## config.mk

```make
export PLATFORM = sky130hd
export DESIGN_NAME = ring_deque_with_cursor_flat
export DESIGN_NICKNAME = d
export VERILOG_FILES = /design/src/hw/rtl/rdq_pkg.sv /design/src/hw/rtl/rdq_ifs.sv /design/src/hw/rtl/rdq_store.sv /design/src/hw/rtl/ring_deque_with_cursor.sv /design/src/flat_wrapper.sv
export SDC_FILE = /design/constraint.sdc
export NUM_CORES = 1
export LEC_CHECK = 0
export BUFFER_PORTS_ARGS = -buffer_cell sky130_fd_sc_hd__buf_2
export CAP_MARGIN = 20
export CORE_MARGIN = 2
export CORE_UTILIZATION = 45
export DETAILED_ROUTE_END_ITERATION = 10
export PLACE_DENSITY = 0.7
export SETUP_SLACK_MARGIN = 0.2
export SYNTH_ARGS = -nofsm -noshare
export SYNTH_HDL_FRONTEND = slang
export SYNTH_HIERARCHICAL = 1
export SYNTH_SLANG_ARGS = --single-unit
```

## constraint.sdc

```tcl
create_clock -name clk -period 12.1 [get_ports clk]
set_input_delay 2.42 -clock clk [delete_from_list [all_inputs] [get_ports clk]]
set_output_delay 2.42 -clock clk [all_outputs]
set_load 0.1 [all_outputs]
```

## src/hw/rtl/rdq_pkg.sv

```systemverilog
// Package for the ring deque with cursor: command codes, controller states
// and the fixed widths of the transaction fields. No dependencies.
package rdq_pkg;

    localparam int CMD_W   = 3;
    localparam int DATA_IO_W = 32;
    localparam int IDX_W   = 4;

    typedef enum logic [CMD_W-1:0] {
        CMD_PUSH    = 3'd0,
        CMD_SHIFT   = 3'd1,
        CMD_POP     = 3'd2,
        CMD_REMOVE  = 3'd3,
        CMD_SEEK    = 3'd4,
        CMD_RESTART = 3'd5,
        CMD_CLEAR   = 3'd6
    } cmd_t;

    typedef enum logic [1:0] {
        S_IDLE,
        S_MOVE_RD,
        S_MOVE_WR,
        S_DONE
    } state_t;

endpackage

```

## src/hw/rtl/rdq_ifs.sv

```systemverilog
// Valid/ready channel interfaces for the ring deque: command and response.
// Depends on rdq_pkg for the field widths.
interface rdq_req_if;
    logic                          valid;
    logic                          ready;
    logic [rdq_pkg::CMD_W-1:0]     cmd;
    logic [rdq_pkg::DATA_IO_W-1:0] data_in;
    logic [rdq_pkg::IDX_W-1:0]     index;

    modport source (output valid, cmd, data_in, index, input ready);
    modport sink (input valid, cmd, data_in, index, output ready);
endinterface

interface rdq_rsp_if;
    logic                          valid;
    logic                          ready;
    logic                          ok;
    logic [rdq_pkg::DATA_IO_W-1:0] data_out;
    logic [rdq_pkg::IDX_W-1:0]     slot;
    logic [rdq_pkg::IDX_W-1:0]     occupancy;

    modport source (output valid, ok, data_out, slot, occupancy, input ready);
    modport sink (input valid, ok, data_out, slot, occupancy, output ready);
endinterface

```

## src/hw/rtl/rdq_store.sv

```systemverilog
// Slot memory of the ring deque: one write port, one synchronous read port
// with registered read data that holds while no read is issued. No dependencies.
module rdq_store #(
    parameter int DEPTH      = 16,
    parameter int DATA_WIDTH = 32,
    parameter int ADDR_W     = 4
) (
    input  logic                  clk,
    input  logic                  we,
    input  logic [ADDR_W-1:0]     waddr,
    input  logic [DATA_WIDTH-1:0] wdata,
    input  logic                  re,
    input  logic [ADDR_W-1:0]     raddr,
    output logic [DATA_WIDTH-1:0] rdata
);

    logic [DATA_WIDTH-1:0] mem [DEPTH];
    logic [DATA_WIDTH-1:0] rdata_reg;

    always_ff @(posedge clk)
    begin
        if (we)
        begin
            mem[waddr] <= wdata;
        end
    end

    always_ff @(posedge clk)
    begin
        if (re)
        begin
            rdata_reg <= mem[raddr];
        end
    end

    assign rdata = rdata_reg;

endmodule

```

## src/hw/rtl/ring_deque_with_cursor.sv

```systemverilog
// Ring deque with a browsing cursor: top level, controller and response register.
// Depends on rdq_pkg, rdq_req_if, rdq_rsp_if and rdq_store.
//
// Usage:
//   req carries one command per transaction (push, shift, pop, remove, seek,
//   restart cursor, clear) with data_in and index; rsp returns exactly one
//   transaction per command with ok, data_out, slot and occupancy after it.
//   The store keeps at most DEPTH-1 entries in a single-port-read memory.
// Command flow:
//   A taken command ends in S_DONE, which loads the response register once it
//   is free and returns to S_IDLE; req is ready again as the result appears on
//   rsp. A remove that closes a gap walks the moved entries before S_DONE, each
//   entry one memory read (S_MOVE_RD) and one memory write (S_MOVE_WR).
//   Commands are taken one at a time.
// Reset:
//   rst_n clears head, tail and cursor to slot 0 (empty store) and drops
//   rsp.valid. Memory contents are not cleared; no clearing pass is needed.
// Stall:
//   A result held on rsp while rsp.ready is low does not block the next
//   command; a second finished result waits inside until rsp frees up.
module ring_deque_with_cursor #(
    parameter int DEPTH      = 16,
    parameter int DATA_WIDTH = 32
) (
    input  logic         clk,
    input  logic         rst_n,
    rdq_req_if.sink      req,
    rdq_rsp_if.source    rsp
);

    localparam int PTR_W = $clog2(DEPTH);
    localparam int DIO_W = rdq_pkg::DATA_IO_W;
    localparam int IDX_W = rdq_pkg::IDX_W;
    localparam logic [PTR_W-1:0] LAST = PTR_W'(DEPTH - 1);

    function automatic logic [PTR_W-1:0] ptr_inc(input logic [PTR_W-1:0] p);
        return (p == LAST) ? '0 : p + 1'b1;
    endfunction

    function automatic logic [PTR_W-1:0] ptr_dec(input logic [PTR_W-1:0] p);
        return (p == '0) ? LAST : p - 1'b1;
    endfunction

    function automatic logic in_span(input logic [PTR_W-1:0] p,
                                     input logic [PTR_W-1:0] h,
                                     input logic [PTR_W-1:0] t);
        if (h <= t)
        begin
            return (p >= h) && (p < t);
        end
        return (p >= h) || (p < t);
    endfunction

    rdq_pkg::state_t state_reg, state_next;

    logic [PTR_W-1:0] head_reg, head_next;
    logic [PTR_W-1:0] tail_reg, tail_next;
    logic [PTR_W-1:0] cursor_reg, cursor_next;

    // gap-closing walk: current destination, last source slot, direction
    logic [PTR_W-1:0] mv_pos_reg, mv_pos_next;
    logic [PTR_W-1:0] mv_end_reg, mv_end_next;
    logic             mv_down_reg, mv_down_next;
    logic [PTR_W-1:0] mv_src;

    // finished result waiting for the response register
    logic             res_ok_reg, res_ok_next;
    logic             res_rd_reg, res_rd_next;
    logic [PTR_W-1:0] res_slot_reg, res_slot_next;

    logic             rsp_valid_reg;
    logic             out_ok_reg;
    logic [DIO_W-1:0] out_data_reg;
    logic [IDX_W-1:0] out_slot_reg;
    logic [IDX_W-1:0] out_occ_reg;
    logic             load_out;

    logic                  mem_we;
    logic [PTR_W-1:0]      mem_waddr;
    logic [DATA_WIDTH-1:0] mem_wdata;
    logic                  mem_re;
    logic [PTR_W-1:0]      mem_raddr;
    logic [DATA_WIDTH-1:0] mem_rdata;

    logic [DATA_WIDTH+DIO_W-1:0] din_ext;
    logic [DIO_W+DATA_WIDTH-1:0] dout_ext;
    logic [PTR_W+IDX_W-1:0]      idx_ext;
    logic [PTR_W+IDX_W-1:0]      slot_ext;
    logic [PTR_W+IDX_W-1:0]      occ_ext;
    logic [PTR_W:0]              occ_sum;
    logic [PTR_W-1:0]            idx_p;
    logic                        idx_ok;
    logic [PTR_W-1:0]            head_inc;
    logic [PTR_W-1:0]            tail_dec;

    assign din_ext  = {{DATA_WIDTH{1'b0}}, req.data_in};
    assign dout_ext = {{DIO_W{1'b0}}, mem_rdata};
    assign idx_ext  = {{PTR_W{1'b0}}, req.index};
    assign idx_p    = idx_ext[PTR_W-1:0];
    assign idx_ok   = (idx_ext < (PTR_W + IDX_W)'(DEPTH))
                      && in_span(idx_p, head_reg, tail_reg);
    assign head_inc = ptr_inc(head_reg);
    assign tail_dec = ptr_dec(tail_reg);
    assign mv_src   = mv_down_reg ? (mv_pos_reg - 1'b1) : (mv_pos_reg + 1'b1);

    assign occ_sum  = (tail_reg >= head_reg)
                      ? ({1'b0, tail_reg} - {1'b0, head_reg})
                      : ({1'b0, tail_reg} - {1'b0, head_reg} + (PTR_W + 1)'(DEPTH));
    assign occ_ext  = {{IDX_W{1'b0}}, occ_sum[PTR_W-1:0]};
    assign slot_ext = {{IDX_W{1'b0}}, res_slot_reg};

    assign req.ready = (state_reg == rdq_pkg::S_IDLE);

    always_comb
    begin
        state_next    = state_reg;
        head_next     = head_reg;
        tail_next     = tail_reg;
        cursor_next   = cursor_reg;
        mv_pos_next   = mv_pos_reg;
        mv_end_next   = mv_end_reg;
        mv_down_next  = mv_down_reg;
        res_ok_next   = res_ok_reg;
        res_rd_next   = res_rd_reg;
        res_slot_next = res_slot_reg;
        mem_we        = 1'b0;
        mem_waddr     = tail_reg;
        mem_wdata     = din_ext[DATA_WIDTH-1:0];
        mem_re        = 1'b0;
        mem_raddr     = head_reg;
        load_out      = 1'b0;

        case (state_reg)
            rdq_pkg::S_IDLE:
            begin
                if (req.valid)
                begin
                    state_next    = rdq_pkg::S_DONE;
                    res_ok_next   = 1'b0;
                    res_rd_next   = 1'b0;
                    res_slot_next = '0;
                    case (req.cmd)
                        rdq_pkg::CMD_PUSH:
                        begin
                            if (ptr_inc(tail_reg) != head_reg)
                            begin
                                mem_we        = 1'b1;
                                res_slot_next = tail_reg;
                                tail_next     = ptr_inc(tail_reg);
                                res_ok_next   = 1'b1;
                            end
                        end
                        rdq_pkg::CMD_SHIFT:
                        begin
                            if (head_reg != tail_reg)
                            begin
                                mem_re      = 1'b1;
                                head_next   = head_inc;
                                res_rd_next = 1'b1;
                                res_ok_next = 1'b1;
                            end
                        end
                        rdq_pkg::CMD_POP:
                        begin
                            if (head_reg != tail_reg)
                            begin
                                mem_re      = 1'b1;
                                mem_raddr   = tail_dec;
                                tail_next   = tail_dec;
                                res_rd_next = 1'b1;
                                res_ok_next = 1'b1;
                            end
                        end
                        rdq_pkg::CMD_REMOVE:
                        begin
                            if (idx_ok)
                            begin
                                res_ok_next = 1'b1;
                                mv_pos_next = idx_p;
                                if (idx_p >= head_reg)
                                begin
                                    // head run: shift older entries toward the tail
                                    mv_down_next = 1'b1;
                                    mv_end_next  = head_reg;
                                    head_next    = head_inc;
                                    if (cursor_reg < head_inc)
                                    begin
                                        cursor_next = head_inc;
                                    end
                                    if (idx_p != head_reg)
                                    begin
                                        state_next = rdq_pkg::S_MOVE_RD;
                                    end
                                end
                                else
                                begin
                                    // tail run: no wrap, tail is above the slot
                                    mv_down_next = 1'b0;
                                    mv_end_next  = tail_reg - 1'b1;
                                    tail_next    = tail_dec;
                                    if (cursor_reg >= tail_dec)
                                    begin
                                        cursor_next = head_reg;
                                    end
                                    if (idx_p != tail_reg - 1'b1)
                                    begin
                                        state_next = rdq_pkg::S_MOVE_RD;
                                    end
                                end
                            end
                        end
                        rdq_pkg::CMD_SEEK:
                        begin
                            if (in_span(cursor_reg, head_reg, tail_reg))
                            begin
                                mem_re        = 1'b1;
                                mem_raddr     = cursor_reg;
                                res_slot_next = cursor_reg;
                                cursor_next   = ptr_inc(cursor_reg);
                                res_rd_next   = 1'b1;
                                res_ok_next   = 1'b1;
                            end
                        end
                        rdq_pkg::CMD_RESTART:
                        begin
                            cursor_next = head_reg;
                            res_ok_next = 1'b1;
                        end
                        rdq_pkg::CMD_CLEAR:
                        begin
                            head_next   = '0;
                            tail_next   = '0;
                            cursor_next = '0;
                            res_ok_next = 1'b1;
                        end
                        default:
                        begin
                            res_ok_next = 1'b0;
                        end
                    endcase
                end
            end
            rdq_pkg::S_MOVE_RD:
            begin
                mem_re     = 1'b1;
                mem_raddr  = mv_src;
                state_next = rdq_pkg::S_MOVE_WR;
            end
            rdq_pkg::S_MOVE_WR:
            begin
                // the next read lies beyond this write, so no forwarding is needed
                mem_we      = 1'b1;
                mem_waddr   = mv_pos_reg;
                mem_wdata   = mem_rdata;
                mv_pos_next = mv_src;
                state_next  = (mv_src == mv_end_reg) ? rdq_pkg::S_DONE
                                                     : rdq_pkg::S_MOVE_RD;
            end
            rdq_pkg::S_DONE:
            begin
                // hold until the response register is free or being drained
                if (!rsp_valid_reg || rsp.ready)
                begin
                    load_out   = 1'b1;
                    state_next = rdq_pkg::S_IDLE;
                end
            end
            default:
            begin
                state_next = rdq_pkg::S_IDLE;
            end
        endcase
    end

    always_ff @(posedge clk or negedge rst_n)
    begin
        if (!rst_n)
        begin
            state_reg     <= rdq_pkg::S_IDLE;
            head_reg      <= '0;
            tail_reg      <= '0;
            cursor_reg    <= '0;
            rsp_valid_reg <= 1'b0;
        end
        else
        begin
            state_reg  <= state_next;
            head_reg   <= head_next;
            tail_reg   <= tail_next;
            cursor_reg <= cursor_next;
            if (load_out)
            begin
                rsp_valid_reg <= 1'b1;
            end
            else if (rsp.ready)
            begin
                rsp_valid_reg <= 1'b0;
            end
        end
    end

    always_ff @(posedge clk)
    begin
        mv_pos_reg   <= mv_pos_next;
        mv_end_reg   <= mv_end_next;
        mv_down_reg  <= mv_down_next;
        res_ok_reg   <= res_ok_next;
        res_rd_reg   <= res_rd_next;
        res_slot_reg <= res_slot_next;
        if (load_out)
        begin
            out_ok_reg   <= res_ok_reg;
            out_data_reg <= res_rd_reg ? dout_ext[DIO_W-1:0] : '0;
            out_slot_reg <= slot_ext[IDX_W-1:0];
            out_occ_reg  <= occ_ext[IDX_W-1:0];
        end
    end

    assign rsp.valid     = rsp_valid_reg;
    assign rsp.ok        = out_ok_reg;
    assign rsp.data_out  = out_data_reg;
    assign rsp.slot      = out_slot_reg;
    assign rsp.occupancy = out_occ_reg;

    rdq_store #(
        .DEPTH      (DEPTH),
        .DATA_WIDTH (DATA_WIDTH),
        .ADDR_W     (PTR_W)
    ) u_store (
        .clk   (clk),
        .we    (mem_we),
        .waddr (mem_waddr),
        .wdata (mem_wdata),
        .re    (mem_re),
        .raddr (mem_raddr),
        .rdata (mem_rdata)
    );

`ifndef SYNTHESIS
    a_one_at_a_time: assert property (@(posedge clk) disable iff (!rst_n)
        (req.valid && req.ready) |=> !req.ready)
        else $error("command taken while another is in flight");

    a_walk_not_done: assert property (@(posedge clk) disable iff (!rst_n)
        (state_reg == rdq_pkg::S_MOVE_RD) |-> (mv_pos_reg != mv_end_reg))
        else $error("gap walk ran past its last slot");

    a_write_source: assert property (@(posedge clk) disable iff (!rst_n)
        mem_we |-> ((state_reg == rdq_pkg::S_MOVE_WR)
                    || (req.valid && req.ready && req.cmd == rdq_pkg::CMD_PUSH)))
        else $error("memory written outside push or gap walk");

    a_ptr_range: assert property (@(posedge clk) disable iff (!rst_n)
        (head_reg <= LAST) && (tail_reg <= LAST) && (cursor_reg <= LAST))
        else $error("pointer beyond last slot");
`endif

endmodule

```

## src/flat_wrapper.sv

```systemverilog
// flat-port wrapper written by rule: the top's interface ports become plain ports
module ring_deque_with_cursor_flat 
#(
    parameter int DEPTH      = 16,
    parameter int DATA_WIDTH = 32
)
  (clk, rst_n, req_valid, req_cmd, req_data_in, req_index, req_ready, rsp_valid, rsp_ok, rsp_data_out, rsp_slot, rsp_occupancy, rsp_ready);
  rdq_req_if req_i ();
  rdq_rsp_if rsp_i ();
  input  logic clk;
  input  logic rst_n;
  input wire logic [$bits(req_i.valid)-1:0] req_valid;
  input wire logic [$bits(req_i.cmd)-1:0] req_cmd;
  input wire logic [$bits(req_i.data_in)-1:0] req_data_in;
  input wire logic [$bits(req_i.index)-1:0] req_index;
  output wire logic [$bits(req_i.ready)-1:0] req_ready;
  output wire logic [$bits(rsp_i.valid)-1:0] rsp_valid;
  output wire logic [$bits(rsp_i.ok)-1:0] rsp_ok;
  output wire logic [$bits(rsp_i.data_out)-1:0] rsp_data_out;
  output wire logic [$bits(rsp_i.slot)-1:0] rsp_slot;
  output wire logic [$bits(rsp_i.occupancy)-1:0] rsp_occupancy;
  input wire logic [$bits(rsp_i.ready)-1:0] rsp_ready;
  assign req_i.valid = req_valid;
  assign req_i.cmd = req_cmd;
  assign req_i.data_in = req_data_in;
  assign req_i.index = req_index;
  assign req_ready = req_i.ready;
  assign rsp_valid = rsp_i.valid;
  assign rsp_ok = rsp_i.ok;
  assign rsp_data_out = rsp_i.data_out;
  assign rsp_slot = rsp_i.slot;
  assign rsp_occupancy = rsp_i.occupancy;
  assign rsp_i.ready = rsp_ready;
  ring_deque_with_cursor #(.DEPTH(DEPTH), .DATA_WIDTH(DATA_WIDTH)) u_core (.clk(clk), .rst_n(rst_n), .req(req_i), .rsp(rsp_i));
endmodule
```

## Word-level counts from Yosys, hierarchy flattened

Memories as Yosys holds them, arrays and structs flattened. A register that Yosys moved wholly into a read port is not among the register bits.
Cells that the tools add are included.

| storage, ports and cells | value |
|---|---|
| memories | 1 |
| input port bits | 43 |
| output and inout bits | 43 |
| register bits after elaboration | 71 |
| RAM bits | 512 |

Memories:

| memory | depth | bits a word | read ports | clocked after Yosys merged registers in | wr ports | line | RTL |
|---|---|---|---|---|---|---|---|
| u_core.u_store.mem | 16 | 32 | 1 | 1 | 1 | rdq_store.sv:17 | `logic [DATA_WIDTH-1:0] mem [DEPTH];` |

| cells by class | value |
|---|---|
| $add $sub $neg | 8 |
| multiplexer cells | 74 |
| eq/ne operators | 30 |
| $lt $le $gt $ge | 9 |
| reduce and logical (&&, ||, !) cells | 24 |

Operators with widths:

| operator | count |
|---|---|
| 4-bit 2-to-1 mux | 28 |
| 32-bit 2-to-1 mux | 1 |
| 4-bit case mux with 2 select lines | 4 |
| 4-bit case mux with 4 select lines | 2 |
| 1-bit 2-to-1 mux | 25 |
| 4-bit by 1-bit adder with 4-bit output (second input constant) | 5 |
| 2-bit by 1-bit inequality test with 1-bit output (second input constant) | 9 |
| 4-bit greater-or-equal comparator | 4 |
| 2-bit 2-to-1 mux | 8 |
| 4-bit inequality test | 4 |
| 7-bit AND reduction | 2 |
| 4-bit equality test (second input constant) | 3 |
| 4-bit < comparator | 3 |
| 4-bit case mux with 3 select lines | 1 |
| 3-bit equality test (second input constant) | 3 |
| 2-bit case mux with 4 select lines | 1 |
| 4-bit AND reduction | 2 |
| 4-bit nonzero test | 2 |
| 4-bit by 1-bit subtractor with 4-bit output (second input constant) | 2 |
| 3-bit by 2-bit equality test with 1-bit output (second input constant) | 2 |
| 1-bit case mux with 2 select lines | 3 |
| 6-bit AND reduction | 1 |
| 4-bit by 5-bit < comparator with 1-bit output (second input constant) | 1 |
| 1-bit case mux with 5 select lines | 1 |
| other kinds (19) | 28 |

## Logic depth before layout (Yosys ltp)

| depth | value |
|---|---|
| depth in word-level cells | 13 |
| mapped depth | 16 |
| depth with buffers taken out | 13 |

## Hierarchy

The synthesis kept the hierarchy.

Modules (own cells, without submodules):

| module | cells an instance | instances | area each (um^2) |
|---|---|---|---|
| rdq_store | 838 | 1 | 20,155.6 |
| ring_deque_with_cursor | 522 | 1 | 4,785.8 |

## Least setup slack after synthesis

Ideal clock, no wire load.

| path | value |
|---|---|
| kind | input -> register |
| start point | input port req_cmd[0] |
| end point | memory u_core.u_store.mem[0][0] (enable) |
| setup slack | 5,672 ps |
| arrival | 5,967 ps |
| library setup time | 461 ps |
| stages | 6 |
| cell sequence | buf_1 > clkbuf_1 > nor2_1 > a21o_1 > or3b_2 > nor3_1 |

| on the way | value |
|---|---|
| cells in the longest elaborated chain, start to end | 6 |

Ends and longest elaborated chain:

| item | line | RTL |
|---|---|---|
| start: declaration | flat_wrapper.sv:13 | `input wire logic [$bits(req_i.cmd)-1:0] req_cmd;` |
| 3-bit zero test | ring_deque_with_cursor.sv:142 | `case (req.cmd)` |
| 1-bit 2-to-1 mux | ring_deque_with_cursor.sv:142 |  |
| 1-bit 2-to-1 mux | ring_deque_with_cursor.sv:136 | `if (req.valid)` |
| 1-bit case mux with 2 select lines | ring_deque_with_cursor.sv:133 | `case (state_reg)` |
| net u_core.mem_we | ring_deque_with_cursor.sv:78 | `logic mem_we;` |
| 1-bit 2-to-1 mux | rdq_store.sv:22 | `if (we)` |
| 1-bit 2-to-1 mux (not written as such) | rdq_store.sv:24 | `mem[waddr] <= wdata;` |
| end: declaration | rdq_store.sv:17 |  |

The timed path passes the listed nets, and every way through them passes these cells.

## Worst setup path after layout

| path | value |
|---|---|
| start point | input port req_valid |
| end point | register u_core.u_store.rdata_reg[13], in the netlist u_core/u_store/rdata[13] (read register of u_core.u_store.mem) (data pin) |

| on the way | value |
|---|---|
| cells in the longest elaborated chain, start to end | 2 |
| elaborated cells on any way between the ends | 4 |

Ends and longest elaborated chain:

| item | line | RTL |
|---|---|---|
| start: declaration | flat_wrapper.sv:12 | `input wire logic [$bits(req_i.valid)-1:0] req_valid;` |
| 4-bit 2-to-1 mux | ring_deque_with_cursor.sv:136 |  |
| 4-bit case mux with 2 select lines | ring_deque_with_cursor.sv:133 |  |
| net u_core.mem_raddr[1] | ring_deque_with_cursor.sv:82 | `logic [PTR_W-1:0] mem_raddr;` |
| end: declaration | rdq_store.sv:18 | `logic [DATA_WIDTH-1:0] rdata_reg;` |

The timed path passes the listed nets, and every way through them passes these cells.
A chain may end at the register's enable or synchronous reset.

==> results.py <==
metrics = {
    "timing": {
        "fin_crit_sh": 0.4821,
        "worst-slew-pin-transition_ns": 1.085,
        "slew_headroom": 0.2727,
        "setup_viol": 0,
        "finalHoldViolCount": 0,
        "fin_ws_ns": 6.267,
        "skew_ns": 0.01561,
        "min_period_ns": 5.833,
        "achievable-frequency_ghz": 0.1714,
        "rsz0062_at_grt": "false",
        "drv_slew": 0,
        "tns_ns": 0,
        "hold_ws_ns": 0.4164,
    },
    "die": {
        "fp.coreArea_um2": 54990,
        "fp.dieH_um": 239.4,
        "start_util": 0.4536,
        "ios": 86,
        "fp.dieW_um": 239.4,
        "rows": 86,
        "die_area_um2": 57320,
    },
    "setup_path": {
        "cp.required_ns": 12.46,
        "path_class": "in -> reg",
        "startpoint_type": "input port",
        "crit_chain": "buf_2 > inv_2 > or3_1 > or3_1 > o221ai_1 > a221o_4 > buf_4 > mux4_2 > a22oi_1 > nand2_1",
        "path_max_fanout": 68,
        "cp.arrival_ns": 6.20,
        "crit_buf_inv": 3,
        "cp_slowest_cell": "buf_4",
        "crit_family": "compound AO/OA/AOI/OAI gates",
        "path_common_cell": "or3_1",
        "worstSetupEndpointType": "flop",
        "critPathMaxStageDelay_ns": 0.84,
    },
    "placement": {
        "gp_congestion": 0.9074,
        "dp_hpwl_um": 29630,
        "place_ws_ns": 5.618,
        "port_buffers": 85,
    },
    "final_layout": {
        "area_delta_synth_final_pct": 14.01,
        "drive_above_1_share": 0.2467,
        "largest_register_ffs": 512,
        "final_nets": 1540,
        "n_antenna_cell": 0,
        "final_core_util": 0.5171,
        "fill_cells": 4362,
    },
    "clock_tree": {
        "cts_tree": "built",
        "cts-resized-gates": 0,
        "clock_sinks": 615,
        "cts_made_buffers": 59,
        "ctsLongestPathBuffers": 3,
        "path_clk_slew_ns": 0.07,
        "post-cts-setup-buffers": 0,
        "hold_buffers": 0,
        "insertion_delay_ns": 0.62,
        "cts_root_buffer": "clkbuf_16",
        "cts_htree_levels": 2,
    },
    "detailed_routing": {
        "dr_wl_met3_um": 3972,
        "met1_length_um": 22980,
        "vias": 13140,
        "dr.pass1.iters": 5,
        "wl_met2_um": 28400,
        "ant_nets": 0,
        "wirelength_um": 56790,
        "drt_iter0_markers": 1366,
        "highest_layer": "met4",
        "drc_errors": 0,
        "vias_per_cell": 5.812,
        "wl_per_cell_um": 25.13,
    },
    "synth": {
        "synth_area_um2": 24940,
        "synth_edf_count": 600,
        "synth_cells": 1360,
        "ys_types": 61,
        "synthFlopType": "edfxtp_1",
        "ys_seq_elements": 615,
        "syn-num-nets": 1437,
        "ys_seq_area_frac": 0.7374,
        "ys.warnings.count": 6,
        "syn_area_per_cell_um2": 18.34,
        "async_reset_ff_frac": 0.02439,
    },
    "global_routing": {
        "gr-total-overflow": 0,
        "grt_pass1_vias": 12890,
        "antenna_found_initial": 0,
        "grt_usage": 0.2010,
        "grt_max_degree": 101,
        "grt_pass1_wl_um": 83520,
    },
    "pwr": {
        "power_frac_seq": 0.400,
        "power.leakage_nw": 9.510,
        "p_sw_mw": 2.651,
        "pwr-share-clk": 0.249,
        "p_per_area_nw_per_um2": 271.6,
        "switching_share": 0.3432,
        "p_int_mw": 5.074,
        "irDropWorstVdd_mv": 0.2426,
        "fin_total_pwr_mw": 7.724,
        "combPwrFrac": 0.352,
    },
    "run_status": {
        "status": "complete, no violations",
    },
    "min_path": {
        "holdCritPathClass": "reg -> reg",
    },
    "run": {
        "maxCapViolations": 0,
    },
}
==> cell type report <==
| type | instances | area [um^2] | share of cell area |
|---|---|---|---|
| Clock inverter | 47 | 554.3 | 0.01949 |
| Multi-Input combinational cell | 651 | 6314 | 0.2220 |
| Inverter | 23 | 86.33 | 0.003036 |
| Timing Repair Buffer | 113 | 660.6 | 0.02323 |
| Tap cell | 748 | 935.9 | 0.03291 |
| Sequential cell | 615 | 18390 | 0.6468 |
| Clock buffer | 63 | 1491 | 0.05245 |
==> cell usage after synthesis, types with 9 or more instances <==
| master | count | area [um^2] |
|---|---|---|
| mux4_2 | 128 | 2883 |
| nand2_1 | 164 | 615.6 |
| and2_1 | 36 | 225.2 |
| clkbuf_1 | 37 | 138.9 |
| ha_1 | 32 | 400.4 |
| inv_1 | 21 | 78.83 |
| edfxtp_1 | 600 | 18020 |
| o21ai_0 | 21 | 105.1 |
| xnor2_1 | 14 | 122.6 |
| nor3_1 | 14 | 70.07 |
| buf_1 | 13 | 48.80 |
| nor2_1 | 39 | 146.4 |
| dfrtp_1 | 15 | 375.4 |
| a21oi_1 | 24 | 120.1 |
| buf_4 | 10 | 75.07 |
| a22oi_1 | 66 | 495.5 |
| buf_2 | 9 | 45.04 |
==> final timing paths <==
kind	from	endpoint	slack (ns)	cells after the start
worst max-delay path	req_valid	u_core/u_store/rdata[13]	6.27	10
worst min-delay path	u_core/res_ok_reg	u_core/rsp.ok	0.42	0
worst max register to register	u_core/head_reg[2]	u_core/u_store/rdata[13]	6.49	12
worst min register to register	u_core/res_ok_reg	u_core/rsp.ok	0.42	0
max in group asynchronous	rst_n	u_core/tail_reg[3]	10.11	1
min in group asynchronous	rst_n	u_core/cursor_reg[1]	1.71	1
==> per-layer routing <==
layer  GRT usage  vias to the layer above
met3     0.02927                       91
met4     0.06458                        0
met5           0                        -
met1      0.2736                     6854
met2      0.3362                      537
li1            -                     5653
==> cell families (layout without fill, tap and decap cells) <==
family | count (synthesis) | after routing | synth area share
DFF | 615 | 615 | 0.7374
muxes | 137 | 137 | 0.1193
buffers and inverters | 94 | 246 | 0.01671
AOI/OAI and AO/OA | 167 | 167 | 0.04726
and+or+nand+nor | 290 | 290 | 0.05343
xor gates and xnor gates | 21 | 21 | 0.007374
adders and majority gates | 36 | 36 | 0.01851
==> metrics by stage <==
step                instance area [um^2]  std cells
global placement                   26370       2149
detailed placement                 26370       2149
finish                             28430       2260
global route                       28430       2260
floorplan                          24940       1360
CTS                                28410       2259
==> power groups by stage <==
stage	logic [mW]	clock network (mW)	registers, mW
2_1_floorplan	1.87	0	3.21
4_1_cts	2.74	1.96	3.09
3_5_place_dp	2.73	0	3.13
3_3_place_gp	2.67	0	3.13
5_1_grt	2.96	2.04	3.10
6_report	2.72	1.92	3.09
==> layout by cell type (no fill, tap or decap), types with 11 or more instances in the layout <==
master	synthesis	routed
and2_1	36	35
mux4_2	128	128
clkbuf_16	0	59
a21oi_1	24	24
clkinv_1	0	11
nor2_1	39	25
buf_4	10	26
nand2_1	164	164
nor2_4	0	14
xnor2_1	14	14
edfxtp_1	600	600
dfrtp_1	15	15
a22oi_1	66	66
o21ai_0	21	21
buf_2	9	85
bufinv_16	0	11
inv_1	21	21
ha_1	32	32
(Power assumes the default switching activity.)
